`src/design/lsrd_pkg.sv`:
```
// ----------------------------------------------------------------------------
// lsrd_pkg
// Shared types and constants for the serial LED driver with output-enable
// dimming: widths, item kinds, register indexes and the divide-by-100 helper.
// ----------------------------------------------------------------------------
`default_nettype none

package lsrd_pkg;

  localparam int LED_COUNT = 8;
  localparam int CNT_W     = (LED_COUNT > 1) ? $clog2(LED_COUNT) : 1;

  localparam int BRIGHT_W = 7;
  localparam int PERIOD_W = 10;
  localparam int PROD_W   = BRIGHT_W + PERIOD_W;

  localparam logic [BRIGHT_W-1:0] FULL_PERCENT  = BRIGHT_W'(100);
  localparam logic [PERIOD_W-1:0] RESET_PERIOD  = PERIOD_W'(10);
  localparam logic [PROD_W-1:0]   RESET_PROD_ON = PROD_W'(1000);

  // floor(x / 100) as (x * RECIP_K) >> RECIP_SHIFT, exact for x below 2^17
  localparam int RECIP_SHIFT = 24;
  localparam int RECIP_K_W   = 18;
  localparam logic [RECIP_K_W-1:0] RECIP_K = RECIP_K_W'(((1 << RECIP_SHIFT) + 99) / 100);
  localparam int RECIP_P_W   = PROD_W + RECIP_K_W;

  typedef enum logic [1:0] {
    KIND_SET_ONE  = 2'd0,
    KIND_SET_MASK = 2'd1,
    KIND_TICK     = 2'd2
  } kind_t;

  typedef enum logic {
    REG_BRIGHTNESS = 1'b0,
    REG_PERIOD     = 1'b1
  } reg_idx_t;

  typedef struct packed {
    logic                bright_we;
    logic                period_we;
    logic [PERIOD_W-1:0] data;
  } cfg_wr_t;

  typedef struct packed {
    logic                level_now;
    logic                level_tick;
    logic [BRIGHT_W-1:0] bright;
    logic [PERIOD_W-1:0] period;
  } dim_status_t;

  function automatic logic [PERIOD_W-1:0] div100(input logic [PROD_W-1:0] x);
    logic [RECIP_P_W-1:0] p;
    p = RECIP_P_W'(x) * RECIP_P_W'(RECIP_K);
    return PERIOD_W'(p >> RECIP_SHIFT);
  endfunction

endpackage

`default_nettype wire

```
`src/design/led_shift_register_driver_with_dimming.sv`:
```
// ----------------------------------------------------------------------------
// led_shift_register_driver_with_dimming
// Active-low LED pattern driver: set commands update the pattern and shift it
// out MSB first with a latch on the final bit; ticks step the enable dimming.
// ----------------------------------------------------------------------------
// result words: a set command yields LED_COUNT result words, one per cycle while
//   m_tready is high; ticks and bad indexes yield a single word, unused kinds none;
//   an accepted word waits in the input register until the result register is free
// the input register takes the next word while results still drain
// reset: synchronous, pattern all ones, on phase, brightness 100, period 10
`default_nettype none

module led_shift_register_driver_with_dimming
  import lsrd_pkg::*;
(
  input  wire logic        clk,
  input  wire logic        rst,
  // input stream
  input  wire logic        s_tvalid,
  output logic             s_tready,
  input  wire logic [23:0] s_tdata,   // led_number[7:0], led_select_mask[15:8], turn_on[16]
  input  wire logic [1:0]  s_tuser,   // kind[1:0]
  // result stream
  output logic             m_tvalid,
  input  wire logic        m_tready,
  output logic [7:0]       m_tdata,   // serial_bit[0], shift_pulse[1], latch_pulse[2],
                                      // outputs_disabled[3]
  output logic [0:0]       m_tuser,   // bad_index[0]
  output logic             m_tlast,
  // configuration
  input  wire logic        psel,
  input  wire logic        penable,
  input  wire logic        pwrite,
  input  wire logic [2:0]  paddr,
  input  wire logic [31:0] pwdata,
  output logic [31:0]      prdata,
  output logic             pready
);

  // input register
  logic                 in_valid;
  kind_t                in_kind;
  logic [7:0]           in_num;
  logic [7:0]           in_mask;
  logic                 in_on;

  // result register
  logic                 out_valid;
  logic                 out_shift;
  logic                 out_bad;
  logic                 out_dis;
  logic [LED_COUNT-1:0] out_bits;
  logic [CNT_W-1:0]     out_cnt;

  logic                 led_pattern, unused_low;
  logic [LED_COUNT-1:0] pattern, pattern_next, sel;
  logic                 out_last, out_free, process;
  logic                 load, load_shift, load_bad, load_dis, tick;

  cfg_wr_t              cfg_wr;
  dim_status_t          dim;
  reg_idx_t             cfg_idx;
  logic                 cfg_we;

  assign led_pattern = pattern[LED_COUNT-1];
  assign unused_low  = ^paddr[1:0] ^ ^pwdata[31:PERIOD_W] ^ led_pattern;

  // configuration port
  assign pready  = 1'b1;
  assign cfg_we  = psel && penable && pwrite && pready;
  assign cfg_idx = reg_idx_t'(paddr[2]);
  assign cfg_wr.bright_we = cfg_we && (cfg_idx == REG_BRIGHTNESS);
  assign cfg_wr.period_we = cfg_we && (cfg_idx == REG_PERIOD);
  assign cfg_wr.data      = pwdata[PERIOD_W-1:0];

  always_comb begin
    case (cfg_idx)
      REG_BRIGHTNESS: prdata = 32'(dim.bright);
      REG_PERIOD:     prdata = 32'(dim.period);
      default:        prdata = '0;
    endcase
  end

  lsrd_dim u_dim (
    .clk    (clk),
    .rst    (rst),
    .cfg_wr (cfg_wr),
    .tick   (tick),
    .status (dim)
  );

  // handshakes
  assign out_last = (out_cnt == '0);
  assign out_free = !out_valid || (m_tready && out_last);
  assign process  = in_valid && out_free;
  assign s_tready = !in_valid || process;

  // command decode
  always_comb begin
    sel          = LED_COUNT'(in_mask);
    pattern_next = pattern;
    load         = 1'b0;
    load_shift   = 1'b0;
    load_bad     = 1'b0;
    load_dis     = dim.level_now;
    tick         = 1'b0;
    if (process) begin
      case (in_kind)
        KIND_SET_ONE: begin
          load = 1'b1;
          if (in_num >= 8'(LED_COUNT)) begin
            load_bad = 1'b1;
          end else begin
            load_shift   = 1'b1;
            pattern_next = in_on ? (pattern & ~(LED_COUNT'(1) << in_num))
                                 : (pattern |  (LED_COUNT'(1) << in_num));
          end
        end
        KIND_SET_MASK: begin
          load         = 1'b1;
          load_shift   = 1'b1;
          pattern_next = in_on ? (pattern & ~sel) : (pattern | sel);
        end
        KIND_TICK: begin
          load     = 1'b1;
          tick     = 1'b1;
          load_dis = dim.level_tick;
        end
        default: begin
          load = 1'b0;
        end
      endcase
    end
  end

  always_ff @(posedge clk) begin
    if (rst) begin
      in_valid  <= 1'b0;
      out_valid <= 1'b0;
      out_cnt   <= '0;
      pattern   <= '1;
    end else begin
      if (s_tvalid && s_tready) begin
        in_valid <= 1'b1;
      end else if (process) begin
        in_valid <= 1'b0;
      end
      pattern <= pattern_next;
      if (load) begin
        out_valid <= 1'b1;
        out_cnt   <= load_shift ? CNT_W'(LED_COUNT - 1) : '0;
      end else if (m_tready && out_valid) begin
        if (out_last) begin
          out_valid <= 1'b0;
        end else begin
          out_cnt <= out_cnt - CNT_W'(1);
        end
      end
    end
  end

  // payload registers
  always_ff @(posedge clk) begin
    if (s_tvalid && s_tready) begin
      in_kind <= kind_t'(s_tuser);
      in_num  <= s_tdata[7:0];
      in_mask <= s_tdata[15:8];
      in_on   <= s_tdata[16];
    end
    if (load) begin
      out_shift <= load_shift;
      out_bad   <= load_bad;
      out_dis   <= load_dis;
      out_bits  <= load_shift ? pattern_next : '0;
    end else if (m_tready && out_valid) begin
      // msb first
      out_bits <= out_bits << 1;
    end
  end

  assign m_tvalid = out_valid;
  assign m_tdata  = {3'b000, unused_low & 1'b0, out_dis, out_shift & out_last, out_shift,
                     out_bits[LED_COUNT-1]};
  assign m_tuser  = out_bad;
  assign m_tlast  = out_last;

endmodule

`default_nettype wire

```
`src/design/lsrd_dim.sv`:
```
// ----------------------------------------------------------------------------
// lsrd_dim
// Dimming engine: brightness and period registers, phase lengths, and the
// two-phase output-enable counter advanced by tick items.
// ----------------------------------------------------------------------------
`default_nettype none

module lsrd_dim
  import lsrd_pkg::*;
(
  input  wire logic        clk,
  input  wire logic        rst,
  input  wire cfg_wr_t     cfg_wr,
  input  wire logic        tick,
  output dim_status_t      status
);

  logic [BRIGHT_W-1:0] bright, bright_sel;
  logic [PERIOD_W-1:0] period, period_sel;
  logic [PROD_W-1:0]   prod_on, prod_off;
  logic [PERIOD_W-1:0] on_len, off_len;
  logic                off_phase, off_phase_next;
  logic [PERIOD_W-1:0] tick_count, tick_count_next;
  logic [PERIOD_W-1:0] count_inc, phase_len;
  logic                bright_ok, dimming;

  function automatic logic level_of(input logic [BRIGHT_W-1:0] b,
                                    input logic [PERIOD_W-1:0] a_len,
                                    input logic [PERIOD_W-1:0] b_len,
                                    input logic ph);
    logic lvl;
    if (b >= FULL_PERCENT)                      lvl = 1'b0;
    else if (b == '0)                           lvl = 1'b1;
    else if (a_len == '0 && b_len == '0)        lvl = 1'b0;
    else if (a_len == '0)                       lvl = 1'b1;
    else if (b_len == '0)                       lvl = 1'b0;
    else                                        lvl = ph;
    return lvl;
  endfunction

  assign bright_ok  = cfg_wr.bright_we && (cfg_wr.data[BRIGHT_W-1:0] <= FULL_PERCENT);
  assign bright_sel = bright_ok ? cfg_wr.data[BRIGHT_W-1:0] : bright;
  assign period_sel = cfg_wr.period_we ? cfg_wr.data : period;

  assign dimming = (bright != '0) && (bright < FULL_PERCENT) &&
                   (on_len != '0) && (off_len != '0);

  always_comb begin
    count_inc       = tick_count + PERIOD_W'(1);
    phase_len       = off_phase ? off_len : on_len;
    off_phase_next  = off_phase;
    tick_count_next = tick_count;
    if (tick) begin
      if (!dimming) begin
        off_phase_next  = 1'b0;
        tick_count_next = '0;
      end else if (count_inc >= phase_len || count_inc == '0) begin
        off_phase_next  = ~off_phase;
        tick_count_next = '0;
      end else begin
        tick_count_next = count_inc;
      end
    end
    // duty of 0 or 100 stops dimming
    if (bright_ok && (cfg_wr.data[BRIGHT_W-1:0] == '0 ||
                      cfg_wr.data[BRIGHT_W-1:0] == FULL_PERCENT)) begin
      off_phase_next  = 1'b0;
      tick_count_next = '0;
    end
  end

  always_ff @(posedge clk) begin
    if (rst) begin
      bright     <= FULL_PERCENT;
      period     <= RESET_PERIOD;
      prod_on    <= RESET_PROD_ON;
      prod_off   <= '0;
      on_len     <= RESET_PERIOD;
      off_len    <= '0;
      off_phase  <= 1'b0;
      tick_count <= '0;
    end else begin
      bright     <= bright_sel;
      period     <= period_sel;
      // one product per cycle, the reciprocal divide on the next
      prod_on    <= PROD_W'(bright_sel) * PROD_W'(period_sel);
      prod_off   <= PROD_W'(FULL_PERCENT - bright_sel) * PROD_W'(period_sel);
      on_len     <= div100(prod_on);
      off_len    <= div100(prod_off);
      off_phase  <= off_phase_next;
      tick_count <= tick_count_next;
    end
  end

  assign status.level_now  = level_of(bright, on_len, off_len, off_phase);
  assign status.level_tick = level_of(bright, on_len, off_len, off_phase_next);
  assign status.bright     = bright;
  assign status.period     = period;

endmodule

`default_nettype wire

```
`config.mk`:
```
export PLATFORM = sky130hd
export DESIGN_NAME = led_shift_register_driver_with_dimming
export DESIGN_NICKNAME = d
export VERILOG_FILES = /design/src/design/lsrd_pkg.sv /design/src/design/led_shift_register_driver_with_dimming.sv /design/src/design/lsrd_dim.sv
export SDC_FILE = /design/constraint.sdc
export NUM_CORES = 1
export LEC_CHECK = 0
export ABC_CLOCK_PERIOD_IN_PS = 16800
export BUFFER_PORTS_ARGS = -buffer_cell sky130_fd_sc_hd__buf_2
export CORE_ASPECT_RATIO = 0.7
export CORE_MARGIN = 10
export CORE_UTILIZATION = 55
export CTS_CLUSTER_SIZE = 16
export DETAILED_ROUTE_END_ITERATION = 10
export GPL_ROUTABILITY_DRIVEN = 0
export PLACE_DENSITY = 0.73
export SYNTH_ARGS = -nofsm -noshare
export SYNTH_HDL_FRONTEND = slang
export SYNTH_SLANG_ARGS = --single-unit
```
`constraint.sdc`:
```
create_clock -name clk -period 16.8 [get_ports clk]
set_input_delay 3.36 -clock clk [delete_from_list [all_inputs] [get_ports clk]]
set_output_delay 3.36 -clock clk [all_outputs]
set_load 0.005 [all_outputs]
```
Yosys cells after proc, flatten, opt, wreduce, memory -nomap -nowiden
Index checks and enable logic that the tools add are counted.
{"block": "classes", "add_sub_neg": 3, "mul": 4, "n_lt_le_gt_ge": 5, "eq_ne": 4, "n_shift": 1, "muxes": 47, "bitwise": 9, "n_reduce_logical": 38}
{"op": "multiplier 17 x 18 -> 34 bit (second input constant)", "count": 2}
{"op": "case mux 32 bit (2 select lines)", "count": 1}
{"op": "2-to-1 mux 8 bit", "count": 7}
{"op": "2-to-1 mux 10 bit", "count": 4}
{"op": "logical NOT 10 bit", "count": 3}
{"op": "2-to-1 mux 1 bit", "count": 28}
{"op": "nonzero test 10 bit", "count": 2}
{"op": "multiplier 17 x 10 -> 17 bit", "count": 1}
{"op": "multiplier 7 x 10 -> 17 bit", "count": 1}
{"op": "bitwise AND 8 bit", "count": 2}
{"op": "NOT 8 bit", "count": 2}
{"op": "OR 8 bit", "count": 2}
{"op": "case mux 8 bit (2 select lines)", "count": 1}
{"op": "logical AND 1 bit", "count": 14}
{"op": "logical NOT 7 bit", "count": 2}
{"op": "2-to-1 mux 3 bit", "count": 4}
{"op": "adder 10 x 1 -> 10 bit (second input constant)", "count": 1}
{"op": "greater-or-equal comparator 10 bit", "count": 1}
{"op": "greater-or-equal comparator 8 x 4 -> 1 bit (second input constant)", "count": 1}
{"op": "<< shifter 1 x 8 -> 8 bit (first input constant)", "count": 1}
{"op": "subtractor 7 x 7 -> 8 bit (first input constant)", "count": 1}
{"op": "== test 7 bit (second input constant)", "count": 1}
{"op": "greater-or-equal comparator 7 bit (second input constant)", "count": 1}
{"op": "less-or-equal comparator 7 bit (second input constant)", "count": 1}
{"op": "18 further kinds", "count": 27}
{"block": "totals", "regBits": 125, "in_bits": 68, "out_inout_bits": 45, "wordCells": 131}

Longest topological paths before layout
{"block": "logic_depth", "word_depth": 14, "mapped_depth": 30, "ltp_nobuf": 28}

Hierarchy
A second synthesis with hierarchy kept.
{"block": "hier_totals", "cells_unflattened": 2151, "area_unflattened_um2": 20553.5}
{"mod": "lsrd_dim", "n_inst": 1, "cells_each": 1914, "area_each_um2": 18053.6, "seq_area_each_um2": 1621.6}
{"mod": "led_shift_register_driver_with_dimming", "n_inst": 1, "cells_each": 237, "area_each_um2": 2499.9, "seq_area_each_um2": 1161.1}

Worst setup path before layout
No wires, ideal clock.
{"block": "synth_path", "kind": "input to register", "from": "input pwrite", "to": "register u_dim.prod_off[16]", "setup_time_ps": 128, "arrival_ps": 9352, "t_required_ps": 16672, "slack_ps": 7321, "cell_stages": 30, "path_buffers": 2, "path_cell_list": "nand3_1 -> or2_0 -> buf_2 -> a31o_1 -> buf_6 -> mux2_2 -> clkinv_1 -> ha_1 -> o21ai_2 -> o21ai_2 -> xor2_2 -> nand2_1 -> fa_1 -> inv_1 -> fa_1 -> inv_1 -> fa_1 -> inv_1 -> fa_1 -> inv_1 -> fa_1 -> inv_1 -> ha_1 -> nor2_1 -> nor2_1 -> nand3_1 -> a31o_2 -> o21ai_0 -> xnor2_1 -> nor2_1"}
{"block": "synth_between", "elab_chain_cells": 6, "elab_cells_between_ends": 8, "classes_between": "add/sub (1); mul (1); mux (2); reduce/logical (4)"}
{"item": "start: declaration", "line": "led_shift_register_driver_with_dimming.sv:33", "source": "input wire logic pwrite,"}
{"item": "logical AND 1 bit (*)", "line": "led_shift_register_driver_with_dimming.sv:70", "source": "assign cfg_we = psel && penable && pwrite && pready;"}
{"item": "logical AND 1 bit", "line": "led_shift_register_driver_with_dimming.sv:72", "source": "assign cfg_wr.bright_we = cfg_we && (cfg_idx == REG_BRIGHTNESS);"}
{"item": "logical AND 1 bit", "line": "lsrd_dim.sv:41", "source": "assign bright_ok = cfg_wr.bright_we && (cfg_wr.data[BRIGHT_W-1:0] <= FULL_PERCENT);"}
{"item": "2-to-1 mux 7 bit", "line": "lsrd_dim.sv:42", "source": "assign bright_sel = bright_ok ? cfg_wr.data[BRIGHT_W-1:0] : bright;"}
{"item": "subtractor 7 x 7 -> 8 bit", "line": "lsrd_dim.sv:87", "source": "prod_off <= PROD_W'(FULL_PERCENT - bright_sel) * PROD_W'(period_sel);"}
{"item": "multiplier 17 x 10 -> 17 bit (*)", "line": "lsrd_dim.sv:87"}
{"item": "end signal: assignment", "line": "lsrd_dim.sv:87"}
{"item": "end: declaration", "line": "lsrd_dim.sv:20", "source": "logic [PROD_W-1:0] prod_on, prod_off;"}
Every way passes the cells marked *; elsewhere a longest branch is shown, timed or not.
A chain may end at the register's enable or synchronous reset.

Worst setup path in the final report
{"block": "layout_path", "from": "input paddr[2]", "to": "register u_dim.prod_off[16]"}
{"block": "layout_between", "elab_chain_cells": 6, "elab_cells_between_ends": 8, "classes_between": "add/sub (1); mul (1); mux (2); bitwise (1); reduce/logical (3)"}
{"item": "start: declaration", "line": "led_shift_register_driver_with_dimming.sv:34", "source": "input wire logic [2:0] paddr,"}
{"item": "NOT 1 bit", "line": "led_shift_register_driver_with_dimming.sv:72"}
{"item": "logical AND 1 bit", "line": "led_shift_register_driver_with_dimming.sv:72"}
{"item": "logical AND 1 bit", "line": "lsrd_dim.sv:41"}
{"item": "2-to-1 mux 7 bit", "line": "lsrd_dim.sv:42"}
{"item": "subtractor 7 x 7 -> 8 bit", "line": "lsrd_dim.sv:87"}
{"item": "multiplier 17 x 10 -> 17 bit (*)", "line": "lsrd_dim.sv:87"}
Marks and branches as above.

==> flow_summary_export.csv <==
group,metric,value,unit
run_status,outcome,"finished, final reports clean",
final_layout,fin_nets,2958,
logic_synthesis,synth_top_area_cell,"fa_1",
floorplanning,rows,59,
logic_synthesis,yosysWarnings,0,
global_route,grt_max_degree,66,
drt,routed_via_density,5.41,
clock_network,cts_max_level,4,
power,p_seq_frac,0.103,
timing,post-route-period-util,0.604,
global_route,grt_use_total,0.212,
drt,drcViolationCount,0,
floorplanning,fp.dieH,182,µm
floorplanning,num_io_pins,113,
power,pwr_density_cell,174,nW/µm²
timing,relSlewSlack,0.167,
clock_network,ctsHoldBuffers,0,
final_layout,final_common_cell,"inv_1",
global_route,first_global_vias,15500,
placement,dp_hpwl,39200,µm
placement,portBuffers,54,
logic_synthesis,synth_top_area_share,0.311,
final_layout,nFillCells,3126,
power,intPower,1.84,mW
final_layout,fin_util,0.590,
hold_path,worst_hold_path.endpoint,"u_dim.tick_count[8]",
final_layout,syn2layout_area_growth,5.99,%
clock_network,cts_buffer_depth,2,
floorplanning,start_util,0.557,
floorplanning,core_area,37100,µm²
setup_path,start_kind,"input port",
clock_network,cts_setup_buffers,0,
logic_synthesis,avgSynthCellArea,9.53,µm²
timing,rsz0062_at_grt,"false",
power,p_clk_frac,0.100,
final_layout,drive_gt1_frac,0.0635,
timing,fmax,0.0985,GHz
setup_path,cp-end-kind,"flip-flop",
drt,ant_nets,0,
logic_synthesis,synth-seq-cells,124,
hold_path,min_from,"u_dim.tick_count[8]",
timing,fin_skew,0.0110,ns
setup_path,reg2reg_from,"u_dim.prod_off[3]",
clock_network,cts_tree,"done",
final_layout,multi_input_area,15700,µm²
floorplanning,fp.dieW,252,µm
clock_network,clock_sinks,124,
final_layout,final_cell_mix,"518 x inv_1, 363 x ha_1, 321 x fa_1",
timing,setup_viol,0,
logic_synthesis,synthCells,2169,
logic_synthesis,synthArstFlopShare,0,
clock_network,clock-root-buffer,"clkbuf_16",
clock_network,cts_buffers,17,
power,p_sw,1.97,mW
timing,drv_slew,0,
clock_network,path_clk_slew,0.07,ns
setup_path,r2r-end,"u_dim.off_len[9]",
global_route,overflow,0,
timing,finalSetupTns,0,ns
timing,hold_violations,0,
setup_path,critical_path_required,17.09,ns
clock_network,cts_resized,0,
global_route,antenna_found_initial,0,
setup_path,cpMaxStageDelayCell,"fa_1",
power,swShare,0.517,
final_layout,seq_area,2780,µm²
clock_network,insertion_delay,0.44,ns
hold_path,min_path_type,"flip-flop to flip-flop",
floorplanning,die_area,45900,µm²
logic_synthesis,ys_types,77,
drt,routed_wirelength,46600,µm
logic_synthesis,ys_seq_area_frac,0.135,
setup_path,critPathBufInv,7,
hold_path,hold_depth,2,
timing,tightestPinTransition,1.25,ns
setup_path,crit_top_cell,"inv_1",
global_route,grt_pass1_wl,78700,µm
drt,dr.pass1.iters,5,
logic_synthesis,ys.flop_type,"dfxtp_1",
setup_path,slowest_delay,0.55,ns
logic_synthesis,synth_area,20700,µm²
setup_path,critPathTopFamily,"adder cells",
drt,routed-via-count,14600,
job,drv_cap,0,
final_layout,insertedDiodeCount,0,
logic_synthesis,synth_edf_count,30,
setup_path,reg2reg_depth,20,
logic_synthesis,synth.area.top_cells,"fa_1 31%, ha_1 22%, inv_1 9.4%, dfxtp_1 9.1%, edfxtp_1 4.4%",
timing,period_needed,10.15,ns
power,combPwrFrac,0.797,
setup_path,crit_arrival,10.44,ns
power,ir_drop,0.156,mV
drt,drt_iter0_markers,958,
power,p_leak,11.6,nW
setup_path,crit_fanout,13,
setup_path,criticalPathCategory,"input port to flip-flop",
drt,wl_per_cell,17.2,µm
setup_path,r2r_setup_slack,10.20,ns
[cell usage after synthesis (9+ instances only)]
cell      instances
inv_1           518
ha_1            363
fa_1            321
nor2_1          150
nand2_1         138
dfxtp_1          94
a21oi_1          62
xnor2_1          52
o21ai_0          38
buf_4            30
edfxtp_1         30
nor3_1           29
nand3_1          25
xor2_1           24
clkbuf_1         23
mux2_2           23
mux2i_1          21
a21o_1           18
and2_1           17
nor2b_1          14
and3_1           13
or2_2            12
nand2b_1         11
a31oi_1           9
o21bai_1          9
[per-layer routing]
metal | track usage | vias to the layer above | share of wire
met3 | 0.0460 | 58 | 0.088
met2 | 0.321 | 519 | 0.43
met4 | 0.0392 | 0 | 0.014
met1 | 0.307 | 7174 | 0.47
li1 | - | 6884 | -
met5 | 0 | - | 0
[final cells by class]
class | count | area share
repair buffers | 57 | 0.0134
clock inverters | 15 | 0.00805
well taps | 488 | 0.0279
flip-flops and latches | 124 | 0.127
multi-input cells | 1487 | 0.715
inverters | 519 | 0.0889
clock buffers | 17 | 0.0194
[per-stage QoR]
| step | hold slack (ns) | cells | worst slack (ns) | area, µm² | power [mW] |
|---|---|---|---|---|---|
| floorplan | 0.432 | 2194 | 7.32 | 20800 | 2.59 |
| global placement | 0.441 | 2675 | 6.41 | 21300 | 3.24 |
| detailed placement | 0.443 | 2675 | 6.30 | 21300 | 3.41 |
| CTS | 0.453 | 2707 | 6.73 | 21900 | 3.82 |
| global route | 0.491 | 2707 | 6.21 | 21900 | 4.33 |
| finish | 0.454 | 2707 | 6.65 | 21900 | 3.82 |
[worst reg2reg max path, cell delays in order, from the launching register on]
cell and delay [ns]:
dfxtp_1 0.61, fa_1 0.58, inv_1 0.12, fa_1 0.46, fa_1 0.51, fa_1 0.55, inv_1 0.05, fa_1 0.47
inv_1 0.05, fa_1 0.47, inv_1 0.04, ha_1 0.27, nand3_1 0.11, o31ai_1 0.51, nor3_1 0.15, a2111oi_2 0.69
o31a_1 0.32, nand3_1 0.13, a21boi_0 0.24, o21ai_0 0.11, o31ai_1 0.07
[kinds of logic after synthesis]
family,count (synthesis),synth area share
other,2,0.000363
muxes,46,0.0240
AOI/OAI and AO/OA,211,0.0675
adders and majority gates,684,0.531
xor gates and xnor gates,78,0.0338
buffers and inverters,583,0.112
and+or+nand+nor,441,0.0972
DFF,124,0.135
[sequential cells by signal, indices dropped and copies added, names as in the netlist]
name	flops
u_dim.bright	7
u_dim.on_len	10
in_mask	8
u_dim.tick_count	10
u_dim.off_phase	1
in_valid	1
out_dis	1
in_on	1
out_shift	1
in_kind	2
u_dim.off_len	10
u_dim.prod_off	17
out_cnt	3
u_dim.period	10
m_tvalid	1
u_dim.prod_on	16
out_bits	8
in_num	8
m_tuser	1
pattern	8
[worst max path at each step]
stage	start	to	slack (ns)	depth (start not counted)
after CTS	paddr[2]	u_dim.prod_off[16]	6.73	28
after global routing	paddr[2]	u_dim.prod_off[16]	6.21	28
after detailed placement	paddr[2]	u_dim.prod_off[16]	6.30	28
final	paddr[2]	u_dim.prod_off[16]	6.65	28
after floorplan	pwrite	u_dim.prod_off[16]	7.32	30
after global placement	paddr[2]	u_dim.prod_off[16]	6.41	28
[power groups by stage]
stage	Clock (mW)	Sequential (mW)	Combinational (mW)
after global placement	0	0.395	2.84
after floorplan	0	0.373	2.22
after CTS	0.382	0.390	3.05
after detailed placement	0	0.396	3.01
final	0.381	0.392	3.04
after global routing	0.396	0.395	3.54
Power figures use the tool's default switching activity.
